## src/sv/bgf_pkg.sv

```systemverilog
// Shared constants, types and tap table for the 5x5 box and Gaussian filter.
package bgf_pkg;

    localparam int MAX_WIDTH = 2048;
    localparam int WIN       = 5;
    localparam int ADDR_W    = $clog2(MAX_WIDTH);
    localparam int EW        = ADDR_W + 1;
    localparam int WIDTH_W   = 12;
    localparam int HEIGHT_W  = 13;
    localparam int ROW_W     = HEIGHT_W + 1;
    localparam int QY_W      = ROW_W + 1;
    localparam int CFG_W     = 13;
    localparam int CFG_IDX_W = 1;
    localparam int PIX_W     = 24;
    localparam int STACK_W   = (WIN - 1) * PIX_W;
    localparam int BOX_COL_W = 11;
    localparam int GAU_COL_W = 12;
    localparam int BOX_W     = 13;
    localparam int GAU_W     = 16;
    localparam int DIV25_SHIFT = 17;

    localparam logic [BOX_W-1:0]     DIV25_MUL    = 13'd5243;
    localparam logic [WIDTH_W-1:0]   RESET_WIDTH  = 12'd640;
    localparam logic [HEIGHT_W-1:0]  RESET_HEIGHT = 13'd480;
    localparam logic [CFG_IDX_W-1:0] CFG_IMAGE_WIDTH  = 1'd0;
    localparam logic [CFG_IDX_W-1:0] CFG_IMAGE_HEIGHT = 1'd1;
    localparam logic CMD_PIXEL = 1'b0;
    localparam logic CMD_FLUSH = 1'b1;

    localparam logic [2:0] TAPS [WIN] = '{3'd1, 3'd4, 3'd6, 3'd4, 3'd1};

    typedef struct packed {
        logic              valid;
        logic              res;
        logic [ADDR_W-1:0] qx;
        logic              last;
    } t_ctrl;

    typedef struct packed {
        logic [2:0][BOX_COL_W-1:0] box;
        logic [2:0][GAU_COL_W-1:0] gau;
    } t_col_sums;

endpackage

```

## src/sv/bgf_window.sv

```systemverilog
// Five-column window, horizontal sums and result register.
module bgf_window import bgf_pkg::*; (
    input  logic          i_clk,
    input  logic          i_rst_n,
    input  logic          i_en,
    input  t_ctrl         i_ctrl,
    input  t_col_sums     i_sums,
    input  logic [EW-1:0] i_width,
    output logic          o_valid,
    output logic [7:0]    o_avg [3],
    output logic [7:0]    o_gau [3],
    output logic          o_last
);
    t_col_sums r_cs [WIN];
    t_ctrl     r_b;
    logic       r_o_valid;
    logic [7:0] r_avg [3];
    logic [7:0] r_gau [3];
    logic       r_last;

    logic [WIN-1:0]       s_mask;
    logic [BOX_W-1:0]     s_box [3];
    logic [GAU_W-1:0]     s_gsum [3];
    logic [2*BOX_W-1:0]   s_prod [3];

    always_comb begin
        s_mask[0] = ((EW+1)'(r_b.qx) + (EW+1)'(2)) < (EW+1)'(i_width);
        s_mask[1] = ((EW+1)'(r_b.qx) + (EW+1)'(1)) < (EW+1)'(i_width);
        s_mask[2] = 1'b1;
        s_mask[3] = r_b.qx >= ADDR_W'(1);
        s_mask[4] = r_b.qx >= ADDR_W'(2);
        for (int c = 0; c < 3; c++) begin
            s_box[c]  = '0;
            s_gsum[c] = '0;
            for (int j = 0; j < WIN; j++) begin
                if (s_mask[j]) begin
                    s_box[c]  = s_box[c] + BOX_W'(r_cs[j].box[c]);
                    s_gsum[c] = s_gsum[c] + GAU_W'(r_cs[j].gau[c]) * GAU_W'(TAPS[j]);
                end
            end
            s_prod[c] = (2*BOX_W)'(s_box[c]) * (2*BOX_W)'(DIV25_MUL);
        end
    end

    always_ff @(posedge i_clk) begin
        if (!i_rst_n) begin
            r_b       <= '0;
            r_o_valid <= 1'b0;
        end else if (i_en) begin
            r_b       <= i_ctrl;
            r_o_valid <= r_b.valid && r_b.res;
        end
    end

    always_ff @(posedge i_clk) begin
        if (i_en) begin
            if (i_ctrl.valid) begin
                for (int j = WIN - 1; j > 0; j--) begin
                    r_cs[j] <= r_cs[j-1];
                end
                r_cs[0] <= i_sums;
            end
            for (int c = 0; c < 3; c++) begin
                r_avg[c] <= s_prod[c][DIV25_SHIFT +: 8];
                r_gau[c] <= s_gsum[c][GAU_W-1 -: 8];
            end
            r_last <= r_b.last;
        end
    end

    assign o_valid = r_o_valid;
    assign o_avg   = r_avg;
    assign o_gau   = r_gau;
    assign o_last  = r_last;

    a_result_has_item: assert property (@(posedge i_clk) disable iff (!i_rst_n)
        $rose(r_o_valid) |-> $past(r_b.valid && r_b.res))
        else $error("result without a due item");
endmodule

```

## config.mk

```make
export PLATFORM = sky130hd
export DESIGN_NAME = bgf_window
export DESIGN_NICKNAME = d
export VERILOG_FILES = /design/src/sv/bgf_pkg.sv /design/src/sv/bgf_window.sv
export SDC_FILE = /design/constraint.sdc
export NUM_CORES = 2
export LEC_CHECK = 0
export BUFFER_PORTS_ARGS = -buffer_cell sky130_fd_sc_hd__buf_2
export CORE_ASPECT_RATIO = 2
export CORE_MARGIN = 2
export CORE_UTILIZATION = 50
export CTS_CLUSTER_DIAMETER = 50
export DETAILED_ROUTE_END_ITERATION = 8
export GPL_TIMING_DRIVEN = 0
export HOLD_SLACK_MARGIN = 0.1
export PLACE_DENSITY = 0.64
export SLEW_MARGIN = 20
export SYNTH_ARGS = -nofsm -noshare
export SYNTH_HDL_FRONTEND = slang
export SYNTH_SLANG_ARGS = --single-unit
```

## constraint.sdc

```tcl
create_clock -name i_clk -period 14.2 [get_ports i_clk]
set_input_delay 2.13 -clock i_clk [delete_from_list [all_inputs] [get_ports i_clk]]
set_output_delay 2.13 -clock i_clk [all_outputs]
set_load 0.01 [all_outputs]
```

# --- After elaboration in Yosys (flattened, before gate mapping) ---
# Memory sizes are Yosys's and may differ from the RTL's.
# Index checks and enable logic that the tools add are counted.
op_classes:
  mux: 27
  reduce_logical: 1
  magnitude_cmp: 4
  n_mul: 6
  addsub: 26
op_table:
  columns: ["operator", "count"]
  rows:
  - ["$add A13 B11 Y13", 12]
  - ["$mux W16", 9]
  - ["$mux W13", 9]
  - ["$add A16 B14 Y16", 6]
  - ["$mul A13 B13 Y25 const B", 3]
  - ["$add A16 B12 Y16", 3]
  - ["$add A16 B15 Y16", 3]
  - ["$mul A12 B2 Y14 const B", 3]
  - ["$mux W12", 3]
  - ["$mux W11", 3]
  - ["$lt A12 B12 Y1", 2]
  - ["$add A11 B1 Y12 const B", 1]
  - ["$add A11 B2 Y12 const B", 1]
  - ["$ge A11 B1 Y1 const B", 1]
  - ["$ge A11 B2 Y1 const B", 1]
  - ["$mux W1", 3]
  - ["$logic_and A1 B1 Y1", 1]
totals:
  word_cells: 77
  mem_bits_rw: 345
  input_bits: 98
  regBits: 64
  n_memories: 1
mem_list:
  columns: ["memory", "depth", "word_bits", "rd", "rd_clocked_by_memory_dff", "wr", "line_no", "text"]
  rows:
  - ["r_cs", 5, 69, 5, 0, 5, "bgf_window.sv:14", "t_col_sums r_cs [WIN];"]

# --- Logic depth before layout (Yosys ltp) ---
depth:
  depth_word: 11
  depth_mapped: 62
  depth_no_buf: 60

# --- Worst setup path after synthesis ---
# Ideal clock, no wire load.
synth_timing:
  path_kind: "input to register"
  start: "input port i_width[2]"
  end: "register r_avg, in the netlist o_avg[15] (data pin)"
  path_buffers: 1
  required_ns: 13.935
  arrival_ns: 12.921
  stages: 52
  setup_time_ns: 0.265
  path_slack_ns: 1.014
  cell_sequence: "inv_1 > ha_1 > a211oi_1 > o21ai_0 > a21oi_1 > o21ai_0 > o21ai_0 > buf_1 > and2_1 > ha_1 > inv_1 > fa_1 > nor2b_1 > o21ai_0 > a21boi_0 > o21ai_0 > a21boi_0 > o21ai_0 > [... 16 more ...] > o31ai_1 > ha_1 > fa_1 > fa_1 > fa_1 > inv_1 > fa_1 > inv_1 > ha_1 > nor2b_1 > o21ai_0 > o211ai_1 > o221ai_1 > o21ai_0 > or4_1 > a31oi_1 > xnor2_1 > xnor2_1"
synth_rtl:
  columns: ["item", "line_no", "text"]
  rows:
  - ["start: declaration", "bgf_window.sv:8", "input logic [EW-1:0] i_width,"]
  - ["end signal: indexed assignment", "bgf_window.sv:64", "r_avg[c] <= s_prod[c][DIV25_SHIFT +: 8];"]
  - ["end: declaration", "bgf_window.sv:17", "logic [7:0] r_avg [3];"]

==> results.md <==
- Crit-path most repeated cell: ha_1
- EDFF count, synth: 394
- Share of post-route cells with drive strength above 1: 9.02%
- Post-Synthesis Cells: 3,679
- Die width: 198 um
- Net count, final: 4,802
- Initial Util: 50.3%
- Port bufs: 147
- Core area: 74,600 um^2
- Critical path arrival: 13.99 ns
- Largest cells by area after synthesis: edfxtp_1, ha_1, fa_1
- Filler Cell Count: 6,684
- Routed wire length: 91.9 mm
- DRC viols: 0
- Worst Hold Class: flop to flop
- Crit path required time: 14.53 ns
- Synthesized area per cell: 10.2 um^2
- GP Congestion: 0.908
- Routed Antenna Nets: 0
- Clock Pin Slew Worst Setup and Hold Paths: 0.06 ns
- Post-Syn Nets: 4,581
- Num rows: 142
- Crit-path slowest cell: o41ai_2
- CTS Buffer Depth: 3
- DP HPWL: 72.7 mm
- Initial antenna violation count: 1
- Fraction of registers with async set/reset: 0%
- Final worst-path cycle share: 96.2%
- Clk_lat worst skew: 0.61 ns
- DR vias/cell: 5.57
- Max FO, Critical Path: 10
- Slew HR: 19.0%
- Status: complete, no violations
- I/O pins: 148
- DRT iter0 DRCs: 982
- RSZ-0062 raised after global routing: true
- CTS tree: yes
- CP Capture Type: flop
- Vias: 27.1k
- Pin count of the biggest net entering global routing: 57
- Total gr overflow: 0
- Post-synthesis sequential area ratio: 32.4%
- Top cell type's share of synthesized area: 31.6%
- WL/cell: 18.9 um
- Minimum clock period: 13.66 ns
- Worst Max-Slew Pin Slew: 1.22 ns
- Area Overhead vs Synth: 11.0%
- Die area: 77,300 um^2
- Final Skew: 0.0226 ns
- Root buf cell: clkbuf_16
- Dominant cell type by area after synthesis: edfxtp_1
- Pre-antenna DRT Iters: 5
- FMAX: 0.0732 GHz
- #FFs+latches synth: 409
- Synth warn: 0
- Max_cap viols: 0
- Die H: 391 um
- TritonCTS Buffers: 44
- Total track usage: 23.8%
- Vias in the first global route: 27.8k
- Cell variety after synth: 80
- Top_reg_cell synth: edfxtp_1
- Max Slew Vio Count: 0
- CTS sink count: 409
- Hold Worst Slack: 0.439 ns
- Class of the most critical setup path: input port to flop
- Global-route wire length before repair: 142 mm
- # H-tree levels: 2
- Diode count: 0
- Final setup fails: 0
- Slowest Stage Delay on Critical Path: 0.63 ns
- Startpoint Class: input port
- Final Hold Viols: 0
- CTS Hold Buffers Added: 0
- Synthesized area: 37,500 um^2
cell usage in the layout (no fill, tap or decap), types with 11 or more instances in the layout:
| cell | n |
|---|---|
| xnor2_1 | 182 |
| o211ai_1 | 20 |
| nand2_1 | 197 |
| a21boi_0 | 15 |
| clkbuf_2 | 13 |
| clkbuf_16 | 45 |
| nor2b_1 | 45 |
| mux2_2 | 19 |
| or3_1 | 14 |
| buf_4 | 20 |
| a211oi_1 | 32 |
| ha_1 | 621 |
| nand2b_1 | 30 |
| o31a_1 | 11 |
| edfxtp_1 | 394 |
| clkbuf_1 | 32 |
| buf_2 | 149 |
| o21a_1 | 50 |
| and3_1 | 25 |
| nand4_1 | 14 |
| and2_1 | 77 |
| a21oi_1 | 202 |
| nor2_1 | 246 |
| o41ai_1 | 13 |
| o21ai_0 | 174 |
| o2111ai_1 | 11 |
| inv_1 | 484 |
| a21o_1 | 78 |
| nand3_1 | 54 |
| fa_1 | 183 |
| xor2_1 | 87 |
| o21bai_1 | 43 |
| nor3_1 | 74 |
| mux2i_1 | 22 |
| o31ai_1 | 27 |
| a31oi_1 | 18 |
| dfxtp_1 | 15 |
flip-flops by register name, summed over array words and instances, names as in the netlist:
signal / flops
r_cs: 345
o_avg: 24
r_b: 14
o_last: 1
o_gau: 24
o_valid: 1
worst paths after layout:
| path | start | end | slack (ns) | cells after the start |
|---|---|---|---|---|
| worst max-delay path | i_width[7] | o_avg[7] | 0.54 | 53 |
| worst min-delay path | r_cs[0][61] | r_cs[1][61] | 0.44 | 0 |
| worst max register to register | r_b[3] | o_avg[7] | 0.76 | 56 |
| worst min register to register | r_cs[0][61] | r_cs[1][61] | 0.44 | 0 |
cell families after synthesis:
logic type                 share of synthesized area (%)
and+or+nand+nor                                     10.2
adders and majority gates                           30.5
AOI/OAI and AO/OA                                   13.9
buffers and inverters                               5.49
DFF                                                 32.4
xor gates and xnor gates                            6.41
muxes                                               1.16
timing repair:
| action | CTS | global route |
|---|---|---|
| endpoints found under the setup margin | 24 | 21 |
| pin swaps | 2 | 20 |
| cloned | 0 | 2 |
| buffers inserted | 2 | 15 |
| gates resized for setup | 25 | 63 |
critical path, delay by kind of cell:
kind,cells,cell delay [ns]
AOI/OAI and AO/OA,24,5.04
xor gates and xnor gates,4,0.67
adders and majority gates,11,4.34
buffers and inverters,9,1.06
and+or+nand+nor,5,0.70
area by class of cell:
type / count / area (um^2) / area share (%)
multi-input cells: 2727 / 23600 / 56.7
clock buffers: 48 / 1120 / 2.68
plain buffers: 59 / 292 / 0.700
well taps: 936 / 1170 / 2.81
clock inverters: 33 / 395 / 0.950
flip-flops and latches: 409 / 12100 / 29.1
repair buffers: 174 / 1110 / 2.68
inverters: 485 / 1820 / 4.37
routing by layer:
metal	track usage, %	up-vias	share of wire, %	wire, um
li1	-	13400	-	-
met1	24.1	13000	36	33400
met2	46.5	503	54	49600
met3	2.25	216	3.1	2890
met4	13.9	0	6.6	6050
met5	0	-	0	0
Yosys cell counts, types with 43 or more instances:
| cell type | number |
|---|---|
| xnor2_1 | 184 |
| o21ai_0 | 184 |
| clkbuf_1 | 46 |
| xor2_1 | 88 |
| nor3_1 | 75 |
| a21o_1 | 78 |
| ha_1 | 621 |
| edfxtp_1 | 394 |
| inv_1 | 485 |
| a21oi_1 | 209 |
| fa_1 | 183 |
| and2_1 | 78 |
| o21bai_1 | 43 |
| nor2_1 | 247 |
| nand3_1 | 54 |
| nand2_1 | 197 |
| nor2b_1 | 45 |
| o21a_1 | 50 |
metrics by stage:
step / cells / utilization [%] / setup WS [ns] / setup TNS (ns) / cell area [um^2]
after global routing: 4871 / 55.8 / -0.112 / -0.222 / 41600
after global placement: 4762 / 52.8 / -2.91 / -1017.29 / 39400
after detailed placement: 4771 / 53.2 / -2.46 / -39.69 / 39700
after CTS: 4854 / 55.3 / -0.0167 / -0.0167 / 41300
after floorplan: 3679 / - / 1.01 / 0 / 37500
final: 4871 / 55.8 / 0.535 / 0 / 41600
Power is left out: the tool's default activity adds up to more than one toggle a clock period on the data nets, which glitch-free logic cannot reach.
